===== src/rtl/core/hsc_pkg.sv =====
`default_nettype none

package hsc_pkg;

  // Field widths
  localparam int unsigned HallW     = 3;
  localparam int unsigned DutyW     = 11;
  localparam int unsigned CompareW  = 10;
  localparam int unsigned SectorW   = 3;
  localparam int unsigned RotationW = 32;
  localparam int unsigned NumPhases = 3;
  localparam int unsigned NumSectors = 6;

  // Stream word widths
  localparam int unsigned InDataW  = 16;
  localparam int unsigned OutDataW = 72;

  // PWM period and the largest compare the drive can hold
  localparam int unsigned PwmPeriod    = 1000;
  localparam int unsigned CompareMax   = (1 << CompareW) - 1;
  localparam int unsigned DutyLimitInt = (PwmPeriod > CompareMax) ? CompareMax : PwmPeriod;
  localparam logic [CompareW-1:0] DutyLimit = CompareW'(DutyLimitInt);

  // Item kinds
  localparam logic ActHallEdge = 1'b0;
  localparam logic ActDutyCmd  = 1'b1;

  typedef logic [1:0] phase_idx_t;

  // Phase roles per drive step
  localparam phase_idx_t GroundPhaseTab [NumSectors] = '{2'd1, 2'd1, 2'd0, 2'd0, 2'd2, 2'd2};
  localparam phase_idx_t FloatPhaseTab  [NumSectors] = '{2'd2, 2'd0, 2'd1, 2'd2, 2'd0, 2'd1};
  localparam phase_idx_t PwmPhaseTab    [NumSectors] = '{2'd0, 2'd2, 2'd2, 2'd1, 2'd1, 2'd0};

  // Drive step from sector, forward and reverse rotation
  localparam logic [SectorW-1:0] FwdOrderTab [NumSectors] = '{3'd1, 3'd2, 3'd3, 3'd4, 3'd5, 3'd0};
  localparam logic [SectorW-1:0] RevOrderTab [NumSectors] = '{3'd4, 3'd5, 3'd0, 3'd1, 3'd2, 3'd3};

  typedef struct packed {
    logic                    action;
    logic [HallW-1:0]        hall_bits;
    logic signed [DutyW-1:0] duty_command;
  } hsc_item_t;

  typedef struct packed {
    logic [NumPhases-1:0][CompareW-1:0] compare;
    logic [NumPhases-1:0]               enable;
    logic                               stop;
  } hsc_drive_t;

  typedef struct packed {
    logic               valid;
    logic [SectorW-1:0] sector;
  } hsc_hall_t;

  // Map Hall code to sector; codes 0 and 7 are invalid
  function automatic hsc_hall_t hall_decode(input logic [HallW-1:0] code);
    hsc_hall_t res;
    res.valid  = 1'b1;
    res.sector = 3'd0;
    unique case (code)
      3'd1: res.sector = 3'd0;
      3'd2: res.sector = 3'd2;
      3'd3: res.sector = 3'd1;
      3'd4: res.sector = 3'd4;
      3'd5: res.sector = 3'd5;
      3'd6: res.sector = 3'd3;
      default: res.valid = 1'b0;
    endcase
    return res;
  endfunction

endpackage

`default_nettype wire


===== src/rtl/core/hall_six_step_commutator.sv =====
// Six-step brushless commutator driven by Hall sensor edges.
// Input stream: one word per Hall edge (tuser = 0) or per duty command
// (tuser = 1); tdata carries the Hall code and the signed duty.
// Output stream: one word per input word with the three phase compares,
// the three driver enables, the current sector, the signed rotation
// count and a fault flag for Hall codes 0 and 7 in a decoded word.
// Each word passes through the input register and the state/result
// register. One word per cycle is taken in steady state while the
// receiver does not stall. The next-state logic is a table lookup,
// one 32-bit add and a small compare, between the two registers.
// A duty command is stored and takes effect at the next Hall edge, except
// after a stop (zero duty or reset), when it applies at once using the
// Hall code in the same word.
// Reset floats all phases, clears sector, rotation and duty, and arms the
// immediate update. While the receiver stalls, the result is held, one
// more word is taken into the input register, and then input stalls.
`default_nettype none

module hall_six_step_commutator (
  input  wire logic                          clk_i,
  input  wire logic                          rst_ni,
  input  wire logic                          s_axis_tvalid_i,
  output logic                               s_axis_tready_o,
  input  wire logic [hsc_pkg::InDataW-1:0]   s_axis_tdata_i,  // hall_bits, duty_command
  input  wire logic                          s_axis_tuser_i,  // action
  output logic                               m_axis_tvalid_o,
  input  wire logic                          m_axis_tready_i,
  // compare_u, compare_v, compare_w, enable_u, enable_v, enable_w,
  // sector_now, rotation_count, hall_fault
  output logic [hsc_pkg::OutDataW-1:0]       m_axis_tdata_o
);
  import hsc_pkg::*;

  hsc_item_t item;
  logic      item_valid;
  logic      advance;

  logic                        out_valid_q, out_valid_d;
  logic                        fault_q, fault_d;
  logic [SectorW-1:0]          sector_q, sector_d;
  logic [RotationW-1:0]        rotation_q, rotation_d;
  logic signed [DutyW-1:0]     duty_q, duty_d;
  logic                        rearm_q, rearm_d;
  hsc_drive_t                  drive_q, drive_d;

  hsc_hall_t                   hall;
  hsc_drive_t                  drive_new;
  logic signed [DutyW-1:0]     duty_use;
  logic                        need_decode;
  logic                        apply;
  logic signed [3:0]           diff;
  logic signed [3:0]           delta;

  // Move an item forward once the result slot is free
  assign advance = item_valid && (!out_valid_q || m_axis_tready_i);

  hsc_in_reg u_in_reg (
    .clk_i           (clk_i),
    .rst_ni          (rst_ni),
    .s_axis_tvalid_i (s_axis_tvalid_i),
    .s_axis_tready_o (s_axis_tready_o),
    .s_axis_tdata_i  (s_axis_tdata_i),
    .s_axis_tuser_i  (s_axis_tuser_i),
    .item_o          (item),
    .item_valid_o    (item_valid),
    .item_take_i     (advance)
  );

  // Decode Hall code and pick the duty in force
  assign hall        = hall_decode(item.hall_bits);
  assign duty_use    = (item.action == ActDutyCmd) ? item.duty_command : duty_q;
  assign need_decode = (item.action == ActHallEdge) || rearm_q;
  assign apply       = need_decode && hall.valid;

  hsc_drive u_drive (
    .sector_i (hall.sector),
    .duty_i   (duty_use),
    .drive_o  (drive_new)
  );

  // Shortest signed step between sectors
  always_comb begin
    diff  = signed'({1'b0, hall.sector}) - signed'({1'b0, sector_q});
    delta = diff;
    if (diff <= -4'sd3) begin
      delta = diff + 4'sd6;
    end else if (diff >= 4'sd3) begin
      delta = diff - 4'sd6;
    end
  end

  // Next state
  always_comb begin
    duty_d     = duty_use;
    sector_d   = sector_q;
    rotation_d = rotation_q;
    drive_d    = drive_q;
    rearm_d    = rearm_q;
    fault_d    = need_decode && !hall.valid;
    if (apply) begin
      sector_d   = hall.sector;
      rotation_d = rotation_q + {{(RotationW-4){delta[3]}}, delta};
      drive_d    = drive_new;
      rearm_d    = drive_new.stop;
    end
  end

  always_comb begin
    out_valid_d = out_valid_q;
    if (advance) begin
      out_valid_d = 1'b1;
    end else if (m_axis_tready_i) begin
      out_valid_d = 1'b0;
    end
  end

  // Hold state, which is also the result word
  always_ff @(posedge clk_i or negedge rst_ni) begin
    if (!rst_ni) begin
      out_valid_q <= 1'b0;
      fault_q     <= 1'b0;
      sector_q    <= '0;
      rotation_q  <= '0;
      duty_q      <= '0;
      rearm_q     <= 1'b1;
      drive_q     <= '0;
    end else begin
      out_valid_q <= out_valid_d;
      if (advance) begin
        fault_q    <= fault_d;
        sector_q   <= sector_d;
        rotation_q <= rotation_d;
        duty_q     <= duty_d;
        rearm_q    <= rearm_d;
        drive_q    <= drive_d;
      end
    end
  end

  assign m_axis_tvalid_o = out_valid_q;
  assign m_axis_tdata_o  = {3'b000, fault_q, rotation_q, sector_q,
                            drive_q.enable, drive_q.compare};

`ifndef NO_ASSERTIONS
  a_sector_range: assert property (@(posedge clk_i) disable iff (!rst_ni)
    sector_q <= 3'd5)
    else $error("sector out of range");

  a_rearm_floats: assert property (@(posedge clk_i) disable iff (!rst_ni)
    rearm_q == (drive_q.enable == 3'b000))
    else $error("rearm flag and phase enables disagree");

  a_two_phases: assert property (@(posedge clk_i) disable iff (!rst_ni)
    $countones(drive_q.enable) == 0 || $countones(drive_q.enable) == 2)
    else $error("drive must enable zero or two phases");

  a_fault_keeps: assert property (@(posedge clk_i) disable iff (!rst_ni)
    advance && fault_d |=> sector_q == $past(sector_q) &&
                           rotation_q == $past(rotation_q) &&
                           drive_q == $past(drive_q))
    else $error("faulted item changed sector, rotation or drive");

  a_hold_result: assert property (@(posedge clk_i) disable iff (!rst_ni)
    out_valid_q && !m_axis_tready_i |=> $stable(rotation_q) && $stable(drive_q))
    else $error("state changed while result stalled");
`endif

endmodule

`default_nettype wire


===== src/rtl/core/hsc_in_reg.sv =====
`default_nettype none

module hsc_in_reg (
  input  wire logic                         clk_i,
  input  wire logic                         rst_ni,
  input  wire logic                         s_axis_tvalid_i,
  output logic                              s_axis_tready_o,
  input  wire logic [hsc_pkg::InDataW-1:0]  s_axis_tdata_i,  // hall_bits, duty_command
  input  wire logic                         s_axis_tuser_i,  // action
  output hsc_pkg::hsc_item_t                item_o,
  output logic                              item_valid_o,
  input  wire logic                         item_take_i
);
  import hsc_pkg::*;

  logic      valid_q, valid_d;
  hsc_item_t item_q;
  logic      accept;

  // Free when empty or when the held word leaves this cycle
  assign s_axis_tready_o = !valid_q || item_take_i;
  assign accept          = s_axis_tvalid_i && s_axis_tready_o;

  always_comb begin
    valid_d = valid_q;
    if (accept) begin
      valid_d = 1'b1;
    end else if (item_take_i) begin
      valid_d = 1'b0;
    end
  end

  always_ff @(posedge clk_i or negedge rst_ni) begin
    if (!rst_ni) begin
      valid_q <= 1'b0;
    end else begin
      valid_q <= valid_d;
    end
  end

  // Capture the word
  always_ff @(posedge clk_i) begin
    if (accept) begin
      item_q.action       <= s_axis_tuser_i;
      item_q.hall_bits    <= s_axis_tdata_i[HallW-1:0];
      item_q.duty_command <= s_axis_tdata_i[HallW+DutyW-1:HallW];
    end
  end

  assign item_o       = item_q;
  assign item_valid_o = valid_q;

endmodule

`default_nettype wire


===== src/rtl/core/hsc_drive.sv =====
`default_nettype none

module hsc_drive (
  input  wire logic [hsc_pkg::SectorW-1:0]     sector_i,
  input  wire logic signed [hsc_pkg::DutyW-1:0] duty_i,
  output hsc_pkg::hsc_drive_t                  drive_o
);
  import hsc_pkg::*;

  logic [DutyW-1:0]    duty_u;
  logic [DutyW-1:0]    mag;
  logic [CompareW-1:0] mag_sat;
  logic [SectorW-1:0]  step;
  phase_idx_t          fp;
  phase_idx_t          pp;

  // Magnitude and saturation to the compare range
  assign duty_u  = duty_i;
  assign mag     = duty_u[DutyW-1] ? (~duty_u + DutyW'(1)) : duty_u;
  assign mag_sat = (mag > {1'b0, DutyLimit}) ? DutyLimit : mag[CompareW-1:0];

  // Pick the drive step from the sector and the direction
  assign step = duty_u[DutyW-1] ? RevOrderTab[sector_i] : FwdOrderTab[sector_i];
  assign fp   = FloatPhaseTab[step];
  assign pp   = PwmPhaseTab[step];

  // Float one phase, ground one, modulate one; float all three on a stop
  always_comb begin
    drive_o.stop        = (duty_i == '0);
    drive_o.compare     = '0;
    drive_o.enable      = '1;
    drive_o.compare[pp] = mag_sat;
    drive_o.enable[fp]  = 1'b0;
    if (drive_o.stop) begin
      drive_o.compare = '0;
      drive_o.enable  = '0;
    end
  end

endmodule

`default_nettype wire


===== config.mk =====
export PLATFORM = sky130hd
export DESIGN_NAME = hall_six_step_commutator
export DESIGN_NICKNAME = d
export VERILOG_FILES = /design/src/rtl/core/hsc_pkg.sv /design/src/rtl/core/hall_six_step_commutator.sv /design/src/rtl/core/hsc_in_reg.sv /design/src/rtl/core/hsc_drive.sv
export SDC_FILE = /design/constraint.sdc
export NUM_CORES = 1
export LEC_CHECK = 0
export ABC_AREA = 1
export BUFFER_PORTS_ARGS = -buffer_cell sky130_fd_sc_hd__buf_2
export CAP_MARGIN = 20
export CORE_MARGIN = 2
export CORE_UTILIZATION = 40
export CTS_BUF_LIST = sky130_fd_sc_hd__clkbuf_4 sky130_fd_sc_hd__clkbuf_8
export DETAILED_ROUTE_END_ITERATION = 7
export PLACE_DENSITY = 0.61
export SETUP_SLACK_MARGIN = 0.15
export SYNTH_ARGS = -nofsm -noshare
export SYNTH_HDL_FRONTEND = slang
export SYNTH_SLANG_ARGS = --single-unit

===== constraint.sdc =====
create_clock -name clk_i -period 7.8 [get_ports clk_i]
set_input_delay 0.39 -clock clk_i [delete_from_list [all_inputs] [get_ports clk_i]]
set_output_delay 0.39 -clock clk_i [all_outputs]
set_load 0.05 [all_outputs]

## After elaboration in Yosys (flattened, before gate mapping)

Memories as Yosys holds them, arrays and structs flattened.
Index checks and enable logic that the tools add are counted.

- Flip-flop bits (word level): 98
- ROM bits: 80
- Input bits: 21
- Output and inout bits: 74
- Memories kept: 4

Memories:

| name | words | width | rd ports | clocked after memory_dff | wr ports | line | RTL |
|---|---|---|---|---|---|---|---|
| (name not given) | 8 | 3 | 1 | 0 | 0 | hsc_drive.sv:23 | `assign step = duty_u[DutyW-1] ? RevOrderTab[sector_i] : FwdOrderTab[sector_i];` |
| (name not given) | 8 | 3 | 1 | 0 | 0 | hsc_drive.sv:23 |  |
| (name not given) | 8 | 2 | 1 | 0 | 0 | hsc_drive.sv:24 | `assign fp = FloatPhaseTab[step];` |
| (name not given) | 8 | 2 | 1 | 0 | 0 | hsc_drive.sv:25 | `assign pp = PwmPhaseTab[step];` |

- Add/sub/neg operators: 5
- Order comparisons: 9
- Equality and inequality tests: 6
- Multiplexer cells: 25
- Bitwise gates (word level): 6
- Reductions and logical operators: 17

Operators with widths:

| operator | count |
|---|---|
| 33-bit two-way mux | 1 |
| 32-bit adder | 1 |
| 30-bit AND | 1 |
| 11-bit two-way mux | 2 |
| 10-bit demux with 2-bit select | 1 |
| 10-bit two-way mux | 2 |
| 3-bit two-way mux | 5 |
| 3-bit case mux with 5 select lines | 1 |
| 11-bit by 1-bit adder with 11-bit output (second input constant) | 1 |
| 11-bit by 10-bit greater-than comparator with 1-bit output (second input constant) | 1 |
| 11-bit logical NOT | 1 |
| 11-bit NOT | 1 |
| 3-bit == test (second input constant) | 3 |
| 4-bit greater-or-equal comparator (second input constant) | 2 |
| 2-bit two-way mux | 4 |
| 4-bit two-way mux | 2 |
| 3-bit NOT with 4-bit output | 2 |
| 3-bit by 2-bit == test with 1-bit output (second input constant) | 2 |
| 1-bit logical AND | 6 |
| 2-bit by 3-bit less-than comparator with 1-bit output (second input constant) | 2 |
| 1-bit two-way mux | 6 |
| 6-bit OR reduction | 1 |
| 4-bit adder (second input constant) | 1 |
| 2-bit by 1-bit greater-or-equal comparator with 1-bit output (second input constant) | 2 |
| other kinds (12) | 17 |

## Logic depth before layout (Yosys ltp)

Gate-level depths: netlist (run 1).

- Depth in word-level cells: 17
- Mapped depth: 28
- Gate-level depth less buffers: 28

## Cells and area by module

Synthesis (run 1) repeated with hierarchy kept, for this count alone.

- Cells, all modules: 1062
- Area, all modules: 7103.1 um2

By module, submodules not included:

| module | instances | cells each | area each (um2) | sequential area each (um2) |
|---|---|---|---|---|
| hall_six_step_commutator | 1 | 860 | 5738.0 | 2053.2 |
| hsc_drive | 1 | 181 | 869.6 | 0.0 |
| hsc_in_reg | 1 | 21 | 495.5 | 475.5 |

## Least setup slack after synthesis (run 1)

Ideal clock, no wire load.

- Kind: reg2reg
- From: register u_in_reg.item_q (netlist bit u_in_reg.item_o[12])
- To: register rotation_q[18]
- Library setup time: 0.134 ns
- Arrival time: 4.107 ns
- Required time: 7.666 ns
- Path slack: 3.559 ns
- Cell stages (with the launch flop): 23
- Buffers on the path: 0
- Period minus slack after synthesis: 4.241 ns
- Path through: edfxtp_1 > nand2_1 > nand2_1 > nand2_1 > nand2_1 > inv_1 > ha_1 > inv_1 > fa_1 > xor2_1 > inv_1 > ha_1 > o21ai_0 > nand2_1 > ha_1 > nand2_1 > o21ai_1 > a21boi_0 > o21ai_0 > nand2_1 > nand2_1 > xor2_1 > o21ai_0

RTL lines:

| element | line | RTL |
|---|---|---|
| from (decl) | hsc_in_reg.sv:17 | `hsc_item_t item_q;` |
| to (signal assigned) | hall_six_step_commutator.sv:132 | `rotation_q <= rotation_d;` |
| to (decl) | hall_six_step_commutator.sv:41 | `logic [RotationW-1:0] rotation_q, rotation_d;` |

==> results of run 1 <==
[sequential cells by signal, summed over array words and instances (netlist names)]
name / flops
duty_q: 11
fault_q: 1
m_axis_tdata_o: 33
m_axis_tvalid_o: 1
rearm_q: 1
rotation_q: 32
sector_q: 3
u_in_reg.item_o: 15
u_in_reg.item_valid_o: 1
[cell families (layout without fill, tap and decap cells)]
logic type / after synthesis / after routing / synth area share, %
xor+xnor: 20 / 20 / 2.727
compound gates: 134 / 134 / 11.65
other cells: 1 / 3 / 0.05838
simple gates: 449 / 449 / 30.27
flops: 98 / 98 / 39.37
buf+inv: 118 / 206 / 7.518
fa+ha+maj: 42 / 42 / 8.415
[synth_stat cells, types with 4 or more instances]
library cell and number:
nand3_1 46, nor2_2 4, nor3_1 6, a22o_1 6, a21oi_1 39, nand2_1 295
nand2_2 7, inv_2 5, dfrtp_1 82, ha_1 40, nand4_1 20, nor2_1 54
xnor2_1 12, inv_1 91, o21ai_0 64, edfxtp_1 15, clkbuf_1 11, nand3_2 4
o21bai_1 5, a31oi_1 5, xor2_1 8, buf_4 4
[stage by stage]
step / utilization (%) / instance area [sq um] / hold slack [ps] / instances
CTS: 46.11 / 7272 / 150.0 / 1168
global placement: 44.74 / 7056 / 291.4 / 1151
finish: 46.11 / 7272 / 170.5 / 1168
detailed placement: 44.74 / 7056 / 292.4 / 1151
floorplan: - / 6431 / 94.41 / 864
global route: 46.11 / 7272 / 143.3 / 1168
[final cells by class]
type	count	area [sq um]
fillers	1647	8498
multi-input cells	648	3422
flip-flops and latches	98	2529
repair buffers	93	480.5
inverters	97	364.1
well taps	216	270.3
clock buffers	9	123.9
clock inverters	7	82.58
[final timing paths]
| path | from | to | slack, ps | cells past startpoint |
|---|---|---|---|---|
| worst max-delay path | u_in_reg.item_o[12]$_DFFE_PP_ | rotation_q[30]$_DFFE_PN0P_ | 3210 | 24 |
| worst min-delay path | s_axis_tdata_i[1] | u_in_reg.item_o[12]$_DFFE_PP_ | 170 | 1 |
| worst max register to register | u_in_reg.item_o[12]$_DFFE_PP_ | rotation_q[30]$_DFFE_PN0P_ | 3210 | 24 |
| worst min register to register | m_axis_tdata_o[15]$_DFFE_PN0P_ | m_axis_tdata_o[15]$_DFFE_PN0P_ | 490 | 2 |
| max in group asynchronous | rst_ni | m_axis_tdata_o[26]$_DFFE_PN0P_ | 6290 | 3 |
| min in group asynchronous | rst_ni | rotation_q[8]$_DFFE_PN0P_ | 410 | 2 |
[metal layers]
layer  track usage, %  up-vias
li1                 -     2970
met1            26.60     2672
met2            33.09      107
met3            3.746       18
met4            5.194        0
met5                0        -
[worst max-delay path: stages, from the launching register on]
cell      delay (ps)
edfxtp_1         440
nand2_1          190
nand2_1           70
nand2_1           60
nand2_1          100
inv_1            100
ha_1             140
inv_1             60
fa_1             370
xor2_1           200
inv_1            100
ha_1             180
o21ai_0          210
nand2_1           90
buf_4            250
ha_1             390
nand2_1           70
o21ai_1          260
a21boi_0         260
o21ai_0          440
nand3_1          230
nand2_1          120
nand2_1           50
nand3_1           60
nand2_1           60
[cells in the final DEF, fill, tap and decap left out, drive strengths merged]
master and count:
dfstp 1, xor2 8, nand3 51, dfrtp 82, a21oi 40, o21ai 68
o21a 3, clkbuf 9, conb 3, or2 2, nand4 20, o31ai 1
clkinv 3, edfxtp 15, nand3b 3, dlygate4sd3 1, a21o 3, inv 100
nand2b 1, nand2 304, a22o 6, fa 2, nor2 61, a21boi 2
buf 92, bufinv 1, o211ai 1, xnor2 12, nor3 7, o21bai 5
a31oi 5, ha 40
[what timing repair did]
| action | 4_1_cts | 5_1_grt |
|---|---|---|
| endpoints found under the hold margin | 19 | 0 |
| endpoints found under the setup margin | 0 | 0 |
| hold buffers | 1 | 0 |
| buffers inserted | 0 | 0 |
==> results.sh, run 1 <==
export IMPL_cts_root_buf="clkbuf_8"
export IMPL_diodes=0
export IMPL_postSynthRegisterBits=98
export IMPL_ant_nets=0
export IMPL_worst_pin_slew_ps=833.2
export IMPL_hpwl_microns=12040
export IMPL_drive_gt1_share_pct=14.71
export IMPL_core_area_sq_um=15770
export IMPL_dr_wl_met3_microns=658
export IMPL_pin_count=95
export IMPL_hp_class="input port to register"
export IMPL_clk_pin_slew_ps=110
export IMPL_async_reset_ff_share_pct=84.69
export IMPL_io_buffers=89
export IMPL_period_minus_slack_ps=4588
export IMPL_vias=5767
export IMPL_htree_num_levels=3
export IMPL_dp_slack_ps=3273
export IMPL_avgSynthCellArea_sq_um=7.452
export IMPL_synth_cells=862
export IMPL_endpoint_kind="register"
export IMPL_final_hold_viol_count=0
export IMPL_grt_antenna_before_repair=0
export IMPL_place_congestion=0.9074
export IMPL_clock_latency_ps=390
export IMPL_drcViolationCount=0
export IMPL_rows=46
export IMPL_yosys_most_used_dff="dfrtp_1"
export IMPL_die_x_microns=130.7
export IMPL_ys_seq_area_share_pct=39.37
export IMPL_dr_first_iter_drc_count=310
export IMPL_slew_violations=0
export IMPL_wl_microns=16030
export IMPL_route_met2_wl_microns=7506
export IMPL_synthTopCellsByArea="dfrtp_1, nand2_1, ha_1"
export IMPL_max_freq_mhz=218.0
export IMPL_setup_viol=0
export IMPL_cp_start_kind="register"
export IMPL_drv_cap=0
export IMPL_yosysWarnings=0
export IMPL_grt_start_max_net_pins=88
export IMPL_worst_slack_ps=3212
export IMPL_cts_resized=0
export IMPL_cts_buffers=9
export IMPL_overflow=0
export IMPL_die_area_sq_um=17090
export IMPL_clock_sinks=98
export IMPL_viasPerCell=4.938
export IMPL_cts_buffer_depth=2
export IMPL_die_h_microns=130.7
export IMPL_critPathArrivalTime_ps=4870
export IMPL_wl_per_cell_microns=13.73
export IMPL_synth_edff_count=15
export IMPL_initial_core_util_pct=40.73
export IMPL_synth_top_cell_by_area="dfrtp_1"
export IMPL_tns_ps=0
export IMPL_syn_area_sq_um=6424
export IMPL_cp_max_fo=29
export IMPL_path_class="register to register"
export IMPL_ys_types=46
export IMPL_cts_tree="done"
export IMPL_relSlewSlack_pct=44.45
export IMPL_synth_top_cell_area_share_pct=31.94
export IMPL_areaGrowthSynthToFinish_pct=13.21
export IMPL_m1WireLength_microns=7681
export IMPL_grt_usage_pct=19.82
export IMPL_drtPass1Iterations=5
export IMPL_fin_skew_ps=11.60
export IMPL_grt_pass1_wl_microns=26760
export IMPL_highest_layer="met4"
export IMPL_nets=1010
export IMPL_grt_pass1_vias=5548
export IMPL_period_share_pct=58.82
export IMPL_status="finished, final reports clean"
export IMPL_required_ps=8090
export IMPL_rsz0062_at_grt="false"
Power of run 1 is not shown: default switching activity piles up to over one toggle a cycle in this logic, so the estimate is an artifact.
==> inputs of run 2 (changes only) <==
--- a/config.mk
+++ b/config.mk
@@ -5,14 +5,14 @@
 export SDC_FILE = /design/constraint.sdc
 export NUM_CORES = 1
 export LEC_CHECK = 0
-export ABC_AREA = 1
+export ABC_AREA = 0
 export BUFFER_PORTS_ARGS = -buffer_cell sky130_fd_sc_hd__buf_2
 export CAP_MARGIN = 20
 export CORE_MARGIN = 2
 export CORE_UTILIZATION = 40
 export CTS_BUF_LIST = sky130_fd_sc_hd__clkbuf_4 sky130_fd_sc_hd__clkbuf_8
 export DETAILED_ROUTE_END_ITERATION = 7
-export PLACE_DENSITY = 0.61
+export PLACE_DENSITY = 0.62
 export SETUP_SLACK_MARGIN = 0.15
 export SYNTH_ARGS = -nofsm -noshare
 export SYNTH_HDL_FRONTEND = slang
==> constraint.sdc (replaced) <==
create_clock -name clk_i -period 4.8 [get_ports clk_i]
set_input_delay 0.24 -clock clk_i [delete_from_list [all_inputs] [get_ports clk_i]]
set_output_delay 0.24 -clock clk_i [all_outputs]
set_load 0.05 [all_outputs]
==> results.sh, run 2 <==
export IMPL_synth_most_common_cell="nand2_1"
export IMPL_slew_violations=0
export IMPL_async_reset_ff_share_pct=84.69
export IMPL_worst_slack_ps=217.4
export IMPL_hpwl_microns=10790
export IMPL_largest_reg_flops=33
export IMPL_io_buffers=89
export IMPL_synth_top_cell_by_area="dfrtp_1"
export IMPL_nFillCells=1372
export IMPL_path_class="register to register"
export IMPL_die_h_microns=127.3
export IMPL_grt_antenna_before_repair=0
export IMPL_wl_per_cell_microns=15.31
export IMPL_regArea_sq_um=2530
export IMPL_drive_gt1_share_pct=33.45
export IMPL_synth_edff_count=15
export IMPL_cts_buffer_depth=2
export IMPL_utilization_pct=53.41
export IMPL_viasPerCell=5.301
export IMPL_endpoint_kind="register"
export IMPL_clock_sinks=98
export IMPL_wl_microns=15560
export IMPL_path_buf_inv=6
export IMPL_place_inst=967
export IMPL_hp_class="input port to register"
export IMPL_initial_core_util_pct=40.43
export IMPL_areaGrowthSynthToFinish_pct=32.09
export IMPL_yosys_top_cells_count="nand2_1, o21ai_0, dfrtp_1"
export IMPL_final_common_cell="nand2_1"
export IMPL_core_area_sq_um=15030
export IMPL_avgSynthCellArea_sq_um=9.238
export IMPL_period_minus_slack_ps=4583
export IMPL_cp_slowest_cell="edfxtp_1"
export IMPL_status="finished, final reports clean"
export IMPL_rsz0062_at_grt="true"
export IMPL_cp_max_fo=6
export IMPL_grt_pass1_wl_microns=25220
export IMPL_critPathArrivalTime_ps=4910
export IMPL_synth_top_cell_area_share_pct=33.76
export IMPL_synthTopCellsByArea="dfrtp_1, ha_1, edfxtp_1"
export IMPL_placed_cell_area_sq_um=7171
export IMPL_dr_first_iter_drc_count=240
export IMPL_crit_top_cell="inv_2"
export IMPL_overflow=0
export IMPL_syn_area_sq_um=6078
export IMPL_max_freq_mhz=218.2
export IMPL_ys_seq_area_share_pct=41.60
export IMPL_setup_viol=0
export IMPL_drcViolationCount=0
export IMPL_htree_num_levels=3
export IMPL_dp_slack_ps=-203.6
export IMPL_die_x_microns=127.3
export IMPL_final_hold_viol_count=0
export IMPL_worst_pin_slew_ps=1003
export IMPL_yosys_most_used_dff="dfrtp_1"
export IMPL_cp_start_kind="register"
export IMPL_synth_cells=658
export IMPL_postSynthRegisterBits=98
export IMPL_drv_cap=0
export IMPL_fin_skew_ps=10.85
export IMPL_fin_cells=1016
export IMPL_design_area_sq_um=8029
export IMPL_cts_buffers=9
export IMPL_grt_pass1_vias=5321
export IMPL_period_share_pct=95.47
export IMPL_multi_input_area_sq_um=3779
export IMPL_clk_pin_slew_ps=100
export IMPL_ys_types=69
export IMPL_clock_latency_ps=390
export IMPL_vias=5386
export IMPL_final_cell_mix="nand2_1, buf_2, dfrtp_1"
export IMPL_ant_nets=0
export IMPL_drtPass1Iterations=4
export IMPL_diodes=0
export IMPL_nets=886
export IMPL_cts_tree="done"
export IMPL_place_congestion=0.8853
export IMPL_yosysWarnings=0
export IMPL_rows=45
export IMPL_cpPeakStageDelay_ps=470
export IMPL_grt_start_max_net_pins=84
export IMPL_die_area_sq_um=16200
export IMPL_required_ps=5130
export IMPL_pin_count=95
export IMPL_relSlewSlack_pct=33.15
export IMPL_grt_usage_pct=19.13
export IMPL_path_cells="buf_6 > nand2b_4 > a31oi_4 > inv_2 > ha_4 > inv_2 > fa_2 > xor2_2 > inv_2 > nor2_2 > o21ai_1 > buf_4 > o311ai_4 > buf_12 > ha_4 > a21oi_4 > o211ai_1 > a211o_1 > a311o_1 > a31oi_4 > o31ai_4 > a21o_1 > or4b_1 > nand4_1"
export IMPL_cts_root_buf="clkbuf_8"
export IMPL_crit_family="compound AO/OA/AOI/OAI gates"
[run 2: cell types whose count changed in the layout (fill, tap and decap cells not counted), moves of 16 or more]
| cell | delta |
|---|---|
| buf_4 | +72 |
| ha_1 | -16 |
| inv_1 | -70 |
| nand2_1 | -181 |
| nand3_1 | -39 |
| nand4_1 | -18 |
| nor2_1 | -30 |
[run 2: cell type report]
| class | instances | area share, % |
|---|---|---|
| well taps | 188 | 2.930 |
| clock buffers | 10 | 1.636 |
| multi-input cells | 513 | 47.06 |
| clock inverters | 6 | 0.8727 |
| repair buffers | 177 | 14.87 |
| inverters | 24 | 1.122 |
| flip-flops and latches | 98 | 31.51 |
[run 2: repair_timing]
item,CTS,global route
cloned,1,0
buffers inserted,13,13
endpoints found under the setup margin,12,15
resized for setup,22,44
pin swaps,13,21
hold endpoints to repair,4,16
hold buffers,4,1
[run 2: metal layers]
metal | routed length, microns | share of wire, % | global-route usage, %
met1 | 7034 | 45 | 24.17
met2 | 7673 | 49 | 33.03
met3 | 478 | 3.1 | 2.848
met4 | 369 | 2.4 | 7.563
met5 | 0 | 0 | 0
[run 2: final timing paths]
| check | endpoint | cells past startpoint | slack, ps | start |
|---|---|---|---|---|
| max in group asynchronous | m_axis_tdata_o[24]$_DFFE_PN0P_ | 3 | 3910 | rst_ni |
| hold / removal | u_in_reg.item_o[2]$_DFFE_PP_ | 1 | 20 | s_axis_tdata_i[5] |
| min in group asynchronous | rotation_q[16]$_DFFE_PN0P_ | 2 | 270 | rst_ni |
| hold reg to reg | m_axis_tdata_o[28]$_DFFE_PN0P_ | 2 | 480 | m_axis_tdata_o[28]$_DFFE_PN0P_ |
| setup reg to reg | rotation_q[31]$_DFFE_PN0P_ | 24 | 220 | u_in_reg.item_o[12]$_DFFE_PP_ |
| setup / recovery | rotation_q[31]$_DFFE_PN0P_ | 24 | 220 | u_in_reg.item_o[12]$_DFFE_PP_ |
[run 2: cell families (layout without fill, tap and decap cells)]
logic type / after synthesis / in the layout / synth area share, %
adder cells (fa/ha/maj): 42 / 42 / 8.893
XOR/XNOR: 33 / 33 / 4.755
AND/OR/NAND/NOR: 211 / 211 / 16.28
flip-flops: 98 / 98 / 41.60
multiplexers: 22 / 22 / 3.973
AO/OA/AOI/OAI: 201 / 202 / 20.69
buffers and inverters: 50 / 217 / 3.746
other: 1 / 3 / 0.06169
[run 2: worst reg2reg max path, stage by stage (launching register included)]
cell and delay [ps]:
edfxtp_1 470, buf_6 160, nand2b_4 60, a31oi_4 90
inv_2 80, ha_4 140, inv_2 30, fa_2 340
xor2_2 170, inv_2 120, nor2_2 50, o21ai_1 130
buf_4 180, o311ai_4 120, buf_12 160, ha_4 250
a21oi_4 170, o211ai_1 120, a211o_1 310, a311o_1 320
a31oi_4 210, o31ai_4 100, a21o_1 190, or4b_1 460
nand4_1 90
[run 2: metrics by stage]
stage | TNS, ps | hold slack [ps]
after floorplan | -222.5 | -55.59
after global placement | -106.4 | 417.2
after detailed placement | -812.9 | 418.1
after CTS | 0 | 0.004441
after global routing | -9.230 | 5.700
final | 0 | 20.25
Power of run 2 is left out for the same reason.
==> inputs of run 3 (changes only) <==
--- a/config.mk
+++ b/config.mk
@@ -12,6 +12,8 @@
 export CORE_UTILIZATION = 40
 export CTS_BUF_LIST = sky130_fd_sc_hd__clkbuf_4 sky130_fd_sc_hd__clkbuf_8
 export DETAILED_ROUTE_END_ITERATION = 7
+export HOLD_SLACK_MARGIN = 0.12
+export MAX_ROUTING_LAYER = met4
 export PLACE_DENSITY = 0.62
 export SETUP_SLACK_MARGIN = 0.15
 export SYNTH_ARGS = -nofsm -noshare
==> results.sh, run 3 (same netlist as run 2, synthesis figures left out) <==
export IMPL_clock_latency_ps=390
export IMPL_fin_skew_ps=18.03
export IMPL_place_congestion=0.8911
export IMPL_path_buf_inv=4
export IMPL_setup_viol=0
export IMPL_gr_usage_met3_pct=2.722
export IMPL_viasPerCell=5.260
export IMPL_final_cell_mix="nand2_1, buf_2, o21ai_0"
export IMPL_htree_num_levels=3
export IMPL_wl_per_cell_microns=14.62
export IMPL_drv_cap=0
export IMPL_cp_start_kind="register"
export IMPL_initial_core_util_pct=40.43
export IMPL_holdWs_ps=183.5
export IMPL_vias=5323
export IMPL_crit_family="compound AO/OA/AOI/OAI gates"
export IMPL_status="finished, final reports clean"
export IMPL_pin_count=95
export IMPL_period_minus_slack_ps=4612
export IMPL_critPathArrivalTime_ps=4940
export IMPL_grt_start_max_net_pins=84
export IMPL_met2_usage_pct=32.24
export IMPL_dr_first_iter_drc_count=226
export IMPL_hp_class="input port to register"
export IMPL_drive_gt1_share_pct=29.73
export IMPL_placed_cell_area_sq_um=7178
export IMPL_grt_busiest_layer="met2"
export IMPL_cp_slowest_cell="fa_2"
export IMPL_clk_pin_slew_ps=110
export IMPL_relSlewSlack_pct=34.39
export IMPL_cts_buffers=9
export IMPL_wl_microns=14790
export IMPL_endpoint_kind="register"
export IMPL_drcViolationCount=0
export IMPL_die_x_microns=127.3
export IMPL_grt_pass1_vias=5182
export IMPL_final_common_cell="nand2_1"
export IMPL_hpwl_microns=10710
export IMPL_grt_pass1_wl_microns=24470
export IMPL_die_area_sq_um=16200
export IMPL_cts_buffer_depth=2
export IMPL_design_area_sq_um=7828
export IMPL_areaGrowthSynthToFinish_pct=28.78
export IMPL_rows=45
export IMPL_ant_nets=0
export IMPL_required_ps=5130
export IMPL_max_freq_mhz=216.8
export IMPL_final_hold_viol_count=0
export IMPL_overflow=0
export IMPL_use_met1_pct=23.40
export IMPL_io_buffers=89
export IMPL_slew_violations=0
export IMPL_core_area_sq_um=15030
export IMPL_period_share_pct=96.09
export IMPL_rsz0062_at_grt="true"
export IMPL_worst_pin_slew_ps=984.1
export IMPL_cpPeakStageDelay_ps=580
export IMPL_path_class="register to register"
export IMPL_path_cells="a21oi_2 > a31oi_4 > inv_2 > ha_4 > inv_2 > fa_2 > inv_1 > ha_1 > nand2_1 > o311ai_4 > buf_12 > ha_4 > a21oi_4 > o211ai_1 > a211o_1 > a311o_1 > a31oi_4 > o31ai_4 > a21o_1 > or4b_1 > nand4_1"
export IMPL_grt_usage_pct=18.96
export IMPL_cp_max_fo=7
export IMPL_nets=882
export IMPL_die_h_microns=127.3
export IMPL_cts_tree="done"
export IMPL_diodes=0
export IMPL_largest_reg_flops=33
export IMPL_drtPass1Iterations=4
export IMPL_cts_root_buf="clkbuf_8"
export IMPL_grt_antenna_before_repair=0
export IMPL_clock_sinks=98
[run 3: cell count changes in the layout (fill, tap and decap cells not counted), moves of 2 or more]
cell           before  now
buf_12              3    1
buf_4              76   65
buf_6               4    2
dlygate4sd3_1       5   17
ha_1               24   30
ha_4               14    8
nor2_1             24   26
nor2_2              4    1
o21ai_0            79   82
o21ai_1            11    9
[run 3: metrics by stage]
stage	utilization, %	setup TNS, ps	setup WS, ps	std cells
final	52.07	0	187.9	1012
after global routing	52.07	-44.81	-44.81	1012
after CTS	50.84	0	163.2	1006
after detailed placement	47.75	-611.8	-181.4	968
after global placement	47.75	-90.73	-61.09	968
after floorplan	-	-222.5	-178.9	660
[run 3: path summary, 6_finish.rpt]
path	startpoint	end	slack, ps	cells past startpoint
max reg2reg	u_in_reg.item_o[13]$_DFFE_PP_	rotation_q[31]$_DFFE_PN0P_	190	21
min reg2reg	m_axis_tdata_o[32]$_DFFE_PN0P_	m_axis_tdata_o[32]$_DFFE_PN0P_	480	2
min in group asynchronous	rst_ni	rotation_q[1]$_DFFE_PN0P_	260	2
min	m_axis_tready_i	m_axis_tvalid_o$_DFFE_PN0P_	180	3
max in group asynchronous	rst_ni	rearm_q$_DFFE_PN1P_	3920	3
max	u_in_reg.item_o[13]$_DFFE_PP_	rotation_q[31]$_DFFE_PN0P_	190	21
[run 3: worst reg2reg max path, stage by stage (launching register included)]
cell      delay, ps
edfxtp_1        490
a21oi_2         220
a31oi_4          50
inv_2            80
ha_4            130
inv_2            30
fa_2            580
inv_1            80
ha_1            190
nand2_1         100
o311ai_4        140
buf_12          180
ha_4            250
a21oi_4         180
o211ai_1        120
a211o_1         340
a311o_1         360
a31oi_4         190
o31ai_4          90
a21o_1          190
or4b_1          480
nand4_1          90
[run 3: timing repair]
item,4_1_cts,5_1_grt
gates resized for setup,10,28
setup endpoints to repair,12,14
hold buffers,17,0
pin swaps,6,9
endpoints found under the hold margin,98,0
setup buffers,5,5
[run 3: metal layers]
metal	share of wire, %	vias up	wire (microns)
met5	0	-	0
met4	1.6	0	232
met3	2.7	22	400
met2	50	100	7405
met1	46	2540	6754
li1	-	2661	-
[run 3: area by class of cell]
type / instances / area (sq um)
Clock buffer: 10 / 131.4
Clock inverter: 6 / 40.04
Fill cell: 1345 / 7206
Inverter: 24 / 90.09
Multi-Input combinational cell: 512 / 3632
Sequential cell: 98 / 2530
Tap cell: 188 / 235.2
Timing Repair Buffer: 174 / 1169
Power of run 3 is left out for the same reason.
